**src/sv/grid_outline_segment_extractor_unit_assert.svh**
```systemverilog
// grid_outline_segment_extractor_unit_assert.svh: assertion macros shared by the
// segment extractor modules; needs nothing else
`ifndef GRID_OUTLINE_SEGMENT_EXTRACTOR_UNIT_ASSERT_SVH
`define GRID_OUTLINE_SEGMENT_EXTRACTOR_UNIT_ASSERT_SVH

// condition holds in the same cycle as the trigger
`define GOSE_ASSERT_NOW(lbl, clk, rst_n, ante, cons) \
    lbl: assert property (@(posedge clk) disable iff (!(rst_n)) (ante) |-> (cons)) \
        else $error("gose assertion failed");

// condition holds in the cycle after the trigger
`define GOSE_ASSERT_NEXT(lbl, clk, rst_n, ante, cons) \
    lbl: assert property (@(posedge clk) disable iff (!(rst_n)) (ante) |=> (cons)) \
        else $error("gose assertion failed");

`endif

```
**src/sv/gose_pkg.sv**
```systemverilog
// gose_pkg: types and constants of the grid outline segment extractor
// used by gose_scan, gose_emit and the top level; depends on nothing
`default_nettype none

package gose_pkg;

    localparam int COORD_W    = 17;
    localparam int S_TDATA_W  = 8;
    localparam int M_TDATA_W  = 72;
    localparam int M_TUSER_W  = 2;
    localparam int CFG_IDX_W  = 2;
    localparam int CFG_DATA_W = 16;

    typedef logic signed [COORD_W-1:0] coord_t;

    typedef enum logic [CFG_IDX_W-1:0] {
        CFG_ORIGIN_X     = 2'd0,
        CFG_ORIGIN_Y     = 2'd1,
        CFG_GRID_COLUMNS = 2'd2,
        CFG_GRID_ROWS    = 2'd3
    } cfg_reg_t;

    // one cell's worth of segments, handed from the scan stage to the emitter
    typedef struct packed {
        logic   vert;
        logic   horz;
        logic   final_pos;
        coord_t x0;
        coord_t x1;
        coord_t y0;
        coord_t y1;
    } seg_item_t;

endpackage

`default_nettype wire

```
**src/sv/gose_ram.sv**
```systemverilog
// gose_ram: generic single-write, single-read synchronous ram with registered read
// no dependencies
`default_nettype none

module gose_ram #(
    parameter int WIDTH = 1,
    parameter int DEPTH = 65
) (
    input  wire logic                     aclk,
    input  wire logic                     wr_en,
    input  wire logic [$clog2(DEPTH)-1:0] wr_addr,
    input  wire logic [WIDTH-1:0]         wr_data,
    input  wire logic [$clog2(DEPTH)-1:0] rd_addr,
    output logic      [WIDTH-1:0]         rd_data
);

    logic [WIDTH-1:0] mem [DEPTH];
    logic [WIDTH-1:0] rd_data_reg;

    always_ff @(posedge aclk) begin
        if (wr_en) begin
            mem[wr_addr] <= wr_data;
        end
        rd_data_reg <= mem[rd_addr];
    end

    assign rd_data = rd_data_reg;

endmodule

`default_nettype wire

```
**src/sv/gose_scan.sv**
```systemverilog
// gose_scan: scan position, line buffer with fill count, neighbor compare and
// coordinate build; uses gose_pkg and gose_ram
`default_nettype none
`include "grid_outline_segment_extractor_unit_assert.svh"

module gose_scan #(
    parameter int MAX_COLUMNS = 64,
    parameter int MAX_ROWS    = 64
) (
    input  wire logic               aclk,
    input  wire logic               aresetn,
    input  wire logic signed [15:0] origin_x,
    input  wire logic signed [15:0] origin_y,
    input  wire logic        [6:0]  grid_columns,
    input  wire logic        [6:0]  grid_rows,
    input  wire logic               s_tvalid,
    output logic                    s_tready,
    input  wire logic               occupied,
    output logic                    item_valid,
    output gose_pkg::seg_item_t     item,
    input  wire logic               item_ready
);
    import gose_pkg::*;

    localparam int DEPTH = MAX_COLUMNS + 1;
    localparam int CW    = $clog2(DEPTH);
    localparam int FW    = $clog2(DEPTH + 1);
    localparam int RW    = $clog2(MAX_ROWS + 1);

    logic [CW-1:0] col_reg, col_next;
    logic [RW-1:0] row_reg, row_next;
    logic [FW-1:0] fill_reg, fill_next;
    logic          left_reg, left_next;
    logic          primed_reg;
    logic          item_valid_reg, item_valid_next;
    seg_item_t     item_reg, item_next;

    logic [CW-1:0] last_col;
    logic [RW-1:0] last_row;
    logic          accept;
    logic          ram_rdata;
    logic          left_cell, below_cell;
    logic          col_end, row_end;
    coord_t        ox, oy;

    // clamp the configured size into 1..max
    always_comb begin
        if (grid_columns == 7'd0) begin
            last_col = CW'(1);
        end else if (32'(grid_columns) > 32'(MAX_COLUMNS)) begin
            last_col = CW'(MAX_COLUMNS);
        end else begin
            last_col = CW'(grid_columns);
        end
        if (grid_rows == 7'd0) begin
            last_row = RW'(1);
        end else if (32'(grid_rows) > 32'(MAX_ROWS)) begin
            last_row = RW'(MAX_ROWS);
        end else begin
            last_row = RW'(grid_rows);
        end
    end

    // read data of the current column is ready in the cycle after the address settles
    assign s_tready = primed_reg && (!item_valid_reg || item_ready);
    assign accept   = s_tvalid && s_tready;

    gose_ram #(
        .WIDTH (1),
        .DEPTH (DEPTH)
    ) u_line_buf (
        .aclk    (aclk),
        .wr_en   (accept),
        .wr_addr (col_reg),
        .wr_data (occupied),
        .rd_addr (col_reg),
        .rd_data (ram_rdata)
    );

    // columns beyond the fill count were never written and read as empty
    assign left_cell  = (col_reg != '0) && left_reg;
    assign below_cell = (row_reg != '0) && (FW'(col_reg) < fill_reg) && ram_rdata;
    assign col_end    = col_reg >= last_col;
    assign row_end    = row_reg >= last_row;
    assign ox         = coord_t'({origin_x[15], origin_x});
    assign oy         = coord_t'({origin_y[15], origin_y});

    always_comb begin
        col_next        = col_reg;
        row_next        = row_reg;
        fill_next       = fill_reg;
        left_next       = left_reg;
        item_valid_next = item_valid_reg;
        item_next       = item_reg;

        if (item_ready) begin
            item_valid_next = 1'b0;
        end

        if (accept) begin
            left_next = occupied;
            if (FW'(col_reg) >= fill_reg) begin
                fill_next = FW'(col_reg) + FW'(1);
            end
            if (col_end) begin
                col_next = '0;
                row_next = row_end ? '0 : row_reg + RW'(1);
            end else begin
                col_next = col_reg + CW'(1);
            end

            item_next.vert      = occupied != left_cell;
            item_next.horz      = occupied != below_cell;
            item_next.final_pos = col_end && row_end;
            item_next.x0        = ox + COORD_W'(col_reg);
            item_next.x1        = ox + COORD_W'(col_reg) + COORD_W'(1);
            item_next.y0        = oy + COORD_W'(row_reg);
            item_next.y1        = oy + COORD_W'(row_reg) + COORD_W'(1);
            item_valid_next     = (occupied != left_cell) || (occupied != below_cell);
        end
    end

    always_ff @(posedge aclk) begin
        if (!aresetn) begin
            col_reg        <= '0;
            row_reg        <= '0;
            fill_reg       <= '0;
            left_reg       <= 1'b0;
            primed_reg     <= 1'b0;
            item_valid_reg <= 1'b0;
        end else begin
            col_reg        <= col_next;
            row_reg        <= row_next;
            fill_reg       <= fill_next;
            left_reg       <= left_next;
            primed_reg     <= !accept;
            item_valid_reg <= item_valid_next;
        end
        item_reg <= item_next;
    end

    assign item_valid = item_valid_reg;
    assign item       = item_reg;

    `GOSE_ASSERT_NEXT(a_read_interlock, aclk, aresetn, accept, !s_tready)
    `GOSE_ASSERT_NOW(a_fill_bound, aclk, aresetn, 1'b1, 32'(fill_reg) <= 32'(DEPTH))
    `GOSE_ASSERT_NEXT(a_item_held, aclk, aresetn, item_valid && !item_ready, item_valid)
    `GOSE_ASSERT_NOW(a_col_bound, aclk, aresetn, 1'b1, 32'(col_reg) <= 32'(MAX_COLUMNS))

endmodule

`default_nettype wire

```
**src/sv/gose_emit.sv**
```systemverilog
// gose_emit: holds one cell's segments and sends them as beats, vertical first
// uses gose_pkg
`default_nettype none
`include "grid_outline_segment_extractor_unit_assert.svh"

module gose_emit (
    input  wire logic                             aclk,
    input  wire logic                             aresetn,
    input  wire logic                             item_valid,
    input  wire gose_pkg::seg_item_t              item,
    output logic                                  item_ready,
    output logic                                  m_tvalid,
    input  wire logic                             m_tready,
    // start_x, start_y, end_x, end_y, zero pad
    output logic [gose_pkg::M_TDATA_W-1:0]        m_tdata,
    // is_vertical, scan_done
    output logic [gose_pkg::M_TUSER_W-1:0]        m_tuser,
    output logic                                  m_tlast
);
    import gose_pkg::*;

    logic      vpend_reg, vpend_next;
    logic      hpend_reg, hpend_next;
    seg_item_t seg_reg, seg_next;
    logic      beat;
    coord_t    end_x, end_y;

    assign m_tvalid   = vpend_reg || hpend_reg;
    assign beat       = m_tvalid && m_tready;
    // free, or its last beat goes out now
    assign item_ready = !m_tvalid || (m_tready && (vpend_reg != hpend_reg));

    always_comb begin
        vpend_next = vpend_reg;
        hpend_next = hpend_reg;
        seg_next   = seg_reg;
        if (beat) begin
            if (vpend_reg) begin
                vpend_next = 1'b0;
            end else begin
                hpend_next = 1'b0;
            end
        end
        if (item_valid && item_ready) begin
            vpend_next = item.vert;
            hpend_next = item.horz;
            seg_next   = item;
        end
    end

    always_ff @(posedge aclk) begin
        if (!aresetn) begin
            vpend_reg <= 1'b0;
            hpend_reg <= 1'b0;
        end else begin
            vpend_reg <= vpend_next;
            hpend_reg <= hpend_next;
        end
        seg_reg <= seg_next;
    end

    assign end_x   = vpend_reg ? seg_reg.x0 : seg_reg.x1;
    assign end_y   = vpend_reg ? seg_reg.y1 : seg_reg.y0;
    assign m_tdata = {4'b0000, end_y, end_x, seg_reg.y0, seg_reg.x0};
    assign m_tuser = {seg_reg.final_pos, vpend_reg};
    assign m_tlast = !(vpend_reg && hpend_reg);

    `GOSE_ASSERT_NEXT(a_horz_follows, aclk, aresetn,
        beat && vpend_reg && hpend_reg, m_tvalid && !vpend_reg && hpend_reg)
    `GOSE_ASSERT_NOW(a_busy_blocks, aclk, aresetn, vpend_reg && hpend_reg, !item_ready)
    `GOSE_ASSERT_NOW(a_horz_last, aclk, aresetn, m_tvalid && !m_tuser[0], m_tlast)

endmodule

`default_nettype wire

```
**src/sv/grid_outline_segment_extractor_unit.sv**
```systemverilog
// Grid outline segment extractor. Cells of a binary grid arrive one per beat in raster
// order, columns 0..grid_columns then rows 0..grid_rows from the bottom, padding column
// and row supplied as zero by the caller. Each cell is compared with its left neighbor
// and with the cell below (held in a line buffer ram); a difference on the left gives a
// unit vertical segment, one below a unit horizontal segment, sent vertical first with
// tlast on the cell's final segment and scan_done on segments of the last position.
// After each accepted cell the block takes no new cell until the line buffer read for
// the next column is done, and a cell with two segments holds the result port until
// both are sent. Up to two cells are held while the result port is stalled. The line
// buffer needs no clearing pass after reset; columns not yet written read as empty. The
// user must write configuration through cfg_wr_en/cfg_addr/cfg_wr_data only while idle;
// the block does not enforce it. Uses gose_pkg, gose_scan, gose_emit and gose_ram.
`default_nettype none

module grid_outline_segment_extractor_unit #(
    parameter int MAX_COLUMNS = 64,
    parameter int MAX_ROWS    = 64
) (
    input  wire logic                              aclk,
    input  wire logic                              aresetn,
    input  wire logic                              cfg_wr_en,
    input  wire logic [gose_pkg::CFG_IDX_W-1:0]    cfg_addr,
    input  wire logic [gose_pkg::CFG_DATA_W-1:0]   cfg_wr_data,
    input  wire logic                              s_tvalid,
    output logic                                   s_tready,
    // occupied, zero pad
    input  wire logic [gose_pkg::S_TDATA_W-1:0]    s_tdata,
    output logic                                   m_tvalid,
    input  wire logic                              m_tready,
    // start_x, start_y, end_x, end_y, zero pad
    output logic [gose_pkg::M_TDATA_W-1:0]         m_tdata,
    // is_vertical, scan_done
    output logic [gose_pkg::M_TUSER_W-1:0]         m_tuser,
    output logic                                   m_tlast
);
    import gose_pkg::*;

    logic signed [15:0] origin_x_reg, origin_x_next;
    logic signed [15:0] origin_y_reg, origin_y_next;
    logic        [6:0]  grid_columns_reg, grid_columns_next;
    logic        [6:0]  grid_rows_reg, grid_rows_next;

    logic      item_valid;
    logic      item_ready;
    seg_item_t item;

    always_comb begin
        origin_x_next     = origin_x_reg;
        origin_y_next     = origin_y_reg;
        grid_columns_next = grid_columns_reg;
        grid_rows_next    = grid_rows_reg;
        if (cfg_wr_en) begin
            case (cfg_reg_t'(cfg_addr))
                CFG_ORIGIN_X:     origin_x_next     = cfg_wr_data;
                CFG_ORIGIN_Y:     origin_y_next     = cfg_wr_data;
                CFG_GRID_COLUMNS: grid_columns_next = cfg_wr_data[6:0];
                CFG_GRID_ROWS:    grid_rows_next    = cfg_wr_data[6:0];
                default: begin
                end
            endcase
        end
    end

    always_ff @(posedge aclk) begin
        if (!aresetn) begin
            origin_x_reg     <= '0;
            origin_y_reg     <= '0;
            grid_columns_reg <= 7'd1;
            grid_rows_reg    <= 7'd1;
        end else begin
            origin_x_reg     <= origin_x_next;
            origin_y_reg     <= origin_y_next;
            grid_columns_reg <= grid_columns_next;
            grid_rows_reg    <= grid_rows_next;
        end
    end

    gose_scan #(
        .MAX_COLUMNS (MAX_COLUMNS),
        .MAX_ROWS    (MAX_ROWS)
    ) u_scan (
        .aclk         (aclk),
        .aresetn      (aresetn),
        .origin_x     (origin_x_reg),
        .origin_y     (origin_y_reg),
        .grid_columns (grid_columns_reg),
        .grid_rows    (grid_rows_reg),
        .s_tvalid     (s_tvalid),
        .s_tready     (s_tready),
        .occupied     (s_tdata[0]),
        .item_valid   (item_valid),
        .item         (item),
        .item_ready   (item_ready)
    );

    gose_emit u_emit (
        .aclk       (aclk),
        .aresetn    (aresetn),
        .item_valid (item_valid),
        .item       (item),
        .item_ready (item_ready),
        .m_tvalid   (m_tvalid),
        .m_tready   (m_tready),
        .m_tdata    (m_tdata),
        .m_tuser    (m_tuser),
        .m_tlast    (m_tlast)
    );

endmodule

`default_nettype wire

```
**config.mk**
```make
export PLATFORM = sky130hd
export DESIGN_NAME = grid_outline_segment_extractor_unit
export DESIGN_NICKNAME = d
export VERILOG_FILES = /design/src/sv/gose_pkg.sv /design/src/sv/gose_ram.sv /design/src/sv/gose_scan.sv /design/src/sv/gose_emit.sv /design/src/sv/grid_outline_segment_extractor_unit.sv
export VERILOG_INCLUDE_DIRS = /design/src /design/src/sv
export SDC_FILE = /design/constraint.sdc
export NUM_CORES = 1
export LEC_CHECK = 0
export BUFFER_PORTS_ARGS = -buffer_cell sky130_fd_sc_hd__buf_2
export CAP_MARGIN = 20
export CORE_MARGIN = 2
export CORE_UTILIZATION = 30
export CTS_BUF_LIST = sky130_fd_sc_hd__clkbuf_16
export DETAILED_ROUTE_END_ITERATION = 7
export SKIP_CTS_REPAIR_TIMING = 1
export SLEW_MARGIN = 10
export SYNTH_ARGS = -nofsm -noshare
export SYNTH_HDL_FRONTEND = slang
export SYNTH_SLANG_ARGS = --single-unit
```
**constraint.sdc**
```tcl
create_clock -name aclk -period 12.9 [get_ports aclk]
set_input_delay 1.29 -clock aclk [delete_from_list [all_inputs] [get_ports aclk]]
set_output_delay 1.29 -clock aclk [all_outputs]
set_load 0.01 [all_outputs]
```
==> results by group, run 1 <==
Clock tree
  – Clock latency of the later-clocked register in the worst-skew pair: roughly 0.56 ns
  – Number of H-tree branching levels: 1
  – Clk sink count: between 200 and 300
  – CTS buffer count: 31
  – Clock tree from TritonCTS: yes
  – Clock root buffer: sky130_fd_sc_hd__clkbuf_16
  – Clock buffer depth: 3
  – Clock slew at reported path FFs: 0.06 ns

Global route
  – Maximum number of pins on one net before global-route repair: between 70 and 80
  – Antenna violations before repair: 5
  – Met3 track demand over resource: 0.0246
  – Met2 demand-to-capacity share in global routing: 0.204
  – GR Overflow Total: 0
  – Met1 Resource Use GR: 0.150
  – Global-route usage over all layers: 0.118
  – Layer with the highest usage after global routing: met2
  – Wire length of the first global-routing pass: 42600 um
  – Number of global-route vias before repair: around 8.1k

Yosys
  – Yosys warnings: 0
  – Average cell area after synthesis: 11.7 um2
  – Count of different cell masters after synthesis: 67
  – Post-Synthesis Cell Area: approximately 13000 um2
  – Sequential element share of the synthesized area: 0.581
  – Gate count of the mapped netlist: between 1k and 1.5k
  – Post-synthesis register bit count: between 200 and 300
  – Primary flip-flop cell chosen by synthesis mapping: sky130_fd_sc_hd__edfxtp_1
  – Share of synthesized registers carrying an async set or reset: 0
  – Post-synth EDFFs: 205

Worst setup path
  – Category of the most critical setup path: reg2reg
  – Critical path origin: u_emit.vpend_reg
  – Type of element capturing the critical path: flop
  – Worst-path maximum fanout: 70
  – Reg-to-reg critical path startpoint: u_emit.vpend_reg
  – Required time of the critical path: 13.14 ns
  – Arrival time worst endpoint: around 4.3 ns
  – Startpoint types: flop

Power
  – Logic gate share of total power: 0.055
  – Cell-internal power: approximately 1500 uW
  – Total leakage power: 0.00542 uW
  – Switching fraction of total power: 0.221
  – Power per cell area: about 130 nW/um2
  – Worst vdd rail ir drop: between 0.09 and 0.1 mV
  – Net switching power: between 400 and 500 uW
  – Register share of total power: 0.513
  – Power share of the clock group: 0.432

Placement
  – Number of I/O port buffers: 96
  – Final weighted congestion of routability-driven global placement: a little under 0.8
  – Half-perimeter wire length after placement: between 15000 and 20000 um

STA
  – Normalized max-slew margin: 0.376
  – Final period utilization: 0.318
  – Fin. max-slew vios: 0
  – Sum Neg Setup Slack: 0 ns
  – Least-Margin Pin Slew: slightly above 0.9 ns
  – Number of failing hold endpoints at the final stage: 0
  – Max Fclk: around 240 MHz
  – Final Hold Slack: approximately 0.42 ns
  – Clock period minus worst slack: 4.10 ns
  – Clk_skew: about 0.013 ns
  – Final setup vio count: 0
  – RSZ-0062 raised after global routing: false

Floorplan
  – Std cell rows: 76
  – Die height: roughly 210 um
  – Core area: about 43000 um2
  – Number of top-level pins: approximately 110
  – Die Area: around 45000 um2
  – Starting density of the core: 0.304
  – Die width: between 200 and 250 um

Layout
  – Number of nets in the layout: about 1.3k
  – Commonest non-fill, non-tap cell in the layout: sky130_fd_sc_hd__edfxtp_1
  – Fraction of final layout cells with drive strength greater than 1: 0.178
  – Number of flip-flops under the largest register name: between 70 and 80
  – Area growth from synthesis to final layout: 14.0%
  – Highest-count cells in the layout ignoring fill and taps: 205 x sky130_fd_sc_hd__edfxtp_1, 147 x sky130_fd_sc_hd__nand2_1, 108 x sky130_fd_sc_hd__nor2_1

Detailed routing
  – Remaining routing DRC violations: 0
  – Number of vias per cell: 4.63
  – Iteration-0 DRC Markers: 530
  – Number of nets still failing antenna checks after routing: 0
  – Routed wire length per instance: between 10 and 15 um
  – Via count: around 8.3k
  – First-pass iteration count of the detailed router: 5
  – DRT Wirelength: approximately 27000 um

Job
  – MaxCap Viol Count: 0

Min path
  – Path class of the lowest-slack min-delay path: reg2reg
  – Hold Crit Start: u_scan.item[63]

Outcome
  – Status: complete, no violations
## through the flow
stage          instances  area (um2)  total power (uW)   util  setup WS (ns)
6_report            1795       14900              1940  0.347           8.80
5_1_grt             1795       14900              2020  0.347           8.36
4_1_cts             1794       14900              1970  0.347           8.53
3_5_place_dp        1736       14000              1130  0.324           8.64
3_3_place_gp        1736       14000              1120  0.324           8.78
2_1_floorplan       1127       13100              1090      -           7.72
## power groups by stage
stage,clock [uW],combinational [uW],sequential [uW]
2_1_floorplan,0,76.5,1010
5_1_grt,904,119,1000
3_3_place_gp,0,106,1020
3_5_place_dp,0,108,1020
4_1_cts,864,108,999
6_report,840,106,998
## final cells by class
cell class	instances	area, um2
fill	4241	28100
sequential	278	7620
multi-input combinational	732	4920
clock buffer	32	801
tap	585	732
timing repair buffer	105	548
clock inverter	26	180
inverter	36	135
antenna	1	2.50
## cell usage after synthesis (27+ instances only)
cell type | n | area, um2
sky130_fd_sc_hd__xnor2_1 | 37 | 324
sky130_fd_sc_hd__edfxtp_1 | 205 | 6160
sky130_fd_sc_hd__clkbuf_1 | 36 | 135
sky130_fd_sc_hd__nand2_1 | 147 | 552
sky130_fd_sc_hd__ha_1 | 43 | 538
sky130_fd_sc_hd__nor2_1 | 108 | 405
sky130_fd_sc_hd__nand3_1 | 30 | 150
sky130_fd_sc_hd__dfxtp_1 | 73 | 1460
sky130_fd_sc_hd__nor2b_1 | 27 | 169
sky130_fd_sc_hd__a21oi_1 | 29 | 145
sky130_fd_sc_hd__inv_1 | 35 | 131
sky130_fd_sc_hd__buf_4 | 40 | 300
sky130_fd_sc_hd__a21boi_0 | 36 | 270
sky130_fd_sc_hd__o21ai_0 | 31 | 155
sky130_fd_sc_hd__mux2_2 | 41 | 462
## routing by layer
| metal | up-vias | routed length (um) | share of wire |
|---|---|---|---|
| met5 | - | 57 | 0.0021 |
| met4 | 8 | 576 | 0.021 |
| met3 | 45 | 1220 | 0.045 |
| met2 | 147 | 13000 | 0.48 |
| met1 | 4006 | 12100 | 0.45 |
| li1 | 4107 | - | - |
## cells by family (layout without fill, tap and decap cells)
family / Yosys count / count (layout) / synth area share
AND/OR/NAND/NOR: 387 / 387 / 0.140
adder cells (fa/ha/maj): 45 / 45 / 0.0441
XOR/XNOR: 61 / 61 / 0.0419
other: 1 / 5 / 0.000286
AO/OA/AOI/OAI: 169 / 169 / 0.0884
flip-flops: 278 / 278 / 0.581
multiplexers: 66 / 66 / 0.0591
buffers and inverters: 117 / 199 / 0.0452
## worst paths after layout
path / slack [ns] / cells past startpoint / end
max: 8.80 / 9 / u_scan.u_line_buf.mem[36]
min: 0.42 / 0 / u_emit.m_tdata[12]
max reg2reg: 8.80 / 9 / u_scan.u_line_buf.mem[36]
min reg2reg: 0.42 / 0 / u_emit.m_tdata[12]
## critical path, stage by stage, from the launching register on
cell	delay (ns)
sky130_fd_sc_hd__dfxtp_2	0.91
sky130_fd_sc_hd__inv_1	0.15
sky130_fd_sc_hd__ha_1	0.32
sky130_fd_sc_hd__a21oi_1	0.10
sky130_fd_sc_hd__nand2_1	0.12
sky130_fd_sc_hd__nand3_1	0.24
sky130_fd_sc_hd__inv_2	0.30
sky130_fd_sc_hd__buf_4	0.69
sky130_fd_sc_hd__nand3_1	0.63
sky130_fd_sc_hd__nor2_1	0.29
(Power assumes the default switching activity.)
==> run 2, diff against run 1 <==
Clock period 12.9 ns to 3.95 ns, I/O delays scaled along.
==> run 2 against run 1 <==
First-iteration DRC count grew 1.3%. Design area grew 0.12%. Cell count is the same. Sequential share of layout area shrank 0.060 points. Hold slack lost 0.31 ns. Critical endpoint is now u_scan.item[14]. Highest routed layer unchanged.
==> results by group, run 2 (synthesis results as in run 1) <==
Power
  – Switching fraction of total power: 0.221
  – Power share of the clock group: 0.431
  – Total leakage power: approximately 0.0054 uW
  – Net switching power: between 1000 and 1500 uW
  – Logic gate share of total power: 0.055
  – Cell-internal power: 4940 uW
  – Register share of total power: 0.514
  – Power per cell area: about 420 nW/um2
  – Worst vdd rail ir drop: between 0.2 and 0.3 mV

Worst setup path
  – Buf/Inv on CP: 1
  – Family with the most delay on the worst path: simple AND/OR/NAND/NOR gates
  – Startpoint types: flop
  – Required time of the critical path: 4.24 ns
  – Standard cell with the maximum stage delay on the critical path: sky130_fd_sc_hd__fa_1
  – Worst stage delay on the critical path: 0.43 ns
  – Worst-path maximum fanout: 5
  – Category of the most critical setup path: reg2reg
  – Type of element capturing the critical path: flop
  – Arrival time worst endpoint: 3.35 ns
  – Sequence of cells on the critical path: ha_1, inv_1, fa_1, nor2b_4, o21ai_0, a2111oi_4, nand3_1, nor4_4, nand4_1, xnor2_1

Detailed routing
  – Number of nets still failing antenna checks after routing: 0
  – Iteration-0 DRC Markers: 537
  – Via count: between 8k and 9k
  – Routed wire length per instance: ~15 um
  – Number of vias per cell: about 4.6
  – First-pass iteration count of the detailed router: 5
  – DRT Wirelength: ~26000 um
  – Remaining routing DRC violations: 0

Layout
  – Highest-count cells in the layout ignoring fill and taps: 205 x sky130_fd_sc_hd__edfxtp_1, 147 x sky130_fd_sc_hd__nand2_1, 108 x sky130_fd_sc_hd__nor2_1
  – Number of filler instances in the final layout: approximately 4.3k
  – Final standard cell count with taps included and fillers excluded: around 1.8k
  – Number of flip-flops under the largest register name: 71
  – Commonest non-fill, non-tap cell in the layout: sky130_fd_sc_hd__edfxtp_1
  – Area growth from synthesis to final layout: 14.1%
  – Number of nets in the layout: between 1k and 1.5k
  – Fraction of final layout cells with drive strength greater than 1: 0.179

Floorplan
  – Die Area: 45400 um2
  – Die height: about 210 um
  – Std cell rows: 76
  – Starting density of the core: 0.304
  – Die width: about 210 um
  – Core area: approximately 43000 um2
  – Number of top-level pins: approximately 110

STA
  – Clock period minus worst slack: roughly 3 ns
  – Clk_skew: 0.0226 ns
  – RSZ-0062 raised after global routing: false
  – Final Hold Slack: roughly 0.11 ns
  – Final period utilization: 0.775
  – Final setup vio count: 0
  – Fin. max-slew vios: 0
  – Max Fclk: ~330 MHz
  – Normalized max-slew margin: 0.359
  – Sum Neg Setup Slack: 0 ns
  – Least-Margin Pin Slew: 0.961 ns
  – Number of failing hold endpoints at the final stage: 0
  – Final setup margin: 0.890 ns

Global route
  – GR Overflow Total: 0
  – Maximum number of pins on one net before global-route repair: 73
  – Global-route usage over all layers: 0.116
  – Antenna violations before repair: 5
  – Number of global-route vias before repair: roughly 8k
  – Wire length of the first global-routing pass: about 42000 um

Placement
  – Number of cells after detailed placement: ~1.7k
  – Worst slack at placement: 0.888 ns
  – Half-perimeter wire length after placement: approximately 18000 um
  – Final weighted congestion of routability-driven global placement: 0.813
  – Number of I/O port buffers: 96

Clock tree
  – Number of H-tree branching levels: 1
  – Clock slew at reported path FFs: 0.06 ns
  – Clock latency of the later-clocked register in the worst-skew pair: between 0.5 and 0.6 ns
  – Clock root buffer: sky130_fd_sc_hd__clkbuf_16
  – CTS buffer count: 30
  – Clk sink count: ~280
  – Clock buffer depth: 3
  – Clock tree from TritonCTS: yes

Min path
  – Path class of the lowest-slack min-delay path: in2reg

Job
  – MaxCap Viol Count: 0

Outcome
  – Status: complete, no violations
==> run 2: cell types whose count changed in the layout (fill, tap and decap cells not counted), sizes merged <==
cell / delta
inv: -8
clkbuf: -2
clkinvlp: +2
diode: +1
bufinv: +1
clkinv: +4
buf: +2
==> run 2: final timing paths <==
kind                           from            endpoint  slack, ns  cells past startpoint
setup reg to reg  u_scan.row_reg[0]     u_scan.item[14]       0.89                     10
hold / removal      cfg_wr_data[14]    origin_x_reg[14]       0.11                      3
hold reg to reg     u_scan.item[12]  u_emit.seg_reg[12]       0.41                      0
setup / recovery  u_scan.row_reg[0]     u_scan.item[14]       0.89                     10
==> run 2: worst reg2reg max path, delay by kind of cell, from the launching register on <==
kind / cells / cell delay, ns
buf+inv: 1 / 0.06
fa+ha+maj: 2 / 0.65
simple gates: 4 / 0.94
compound gates: 2 / 0.60
flops: 1 / 0.40
xor+xnor: 1 / 0.15
==> run 2: area by class of cell <==
| type | count | area [um2] | area share |
|---|---|---|---|
| tap | 585 | 732 | 0.0489 |
| multi-input combinational | 732 | 4920 | 0.329 |
| timing repair buffer | 107 | 563 | 0.0376 |
| inverter | 36 | 136 | 0.00912 |
| antenna | 2 | 5.00 | 0.000335 |
| sequential | 278 | 7620 | 0.509 |
| clock inverter | 25 | 229 | 0.0153 |
| clock buffer | 30 | 751 | 0.0502 |
==> run 2: power by group through the flow <==
stage / Sequential, uW / Clock, uW / Combinational, uW
after floorplan: 3310 / 0 / 250
after global placement: 3320 / 0 / 349
after detailed placement: 3320 / 0 / 356
after CTS: 3260 / 2820 / 358
after global routing: 3260 / 2930 / 394
final: 3260 / 2730 / 350
==> run 2: through the flow <==
stage	cell area [um2]	util	total power (uW)
floorplan	13100	-	3560
global placement	14000	0.324	3670
detailed placement	14000	0.324	3680
CTS	15000	0.347	6440
global route	15000	0.347	6590
finish	15000	0.347	6340
==> run 2: routing by layer <==
layer / up-vias / GRT usage / routed length (um)
met2: 152 / 0.195 / 12700
li1: 4119 / - / -
met5: - / 0 / 38
met4: 6 / 0.0352 / 569
met1: 3919 / 0.149 / 11800
met3: 44 / 0.0231 / 1370
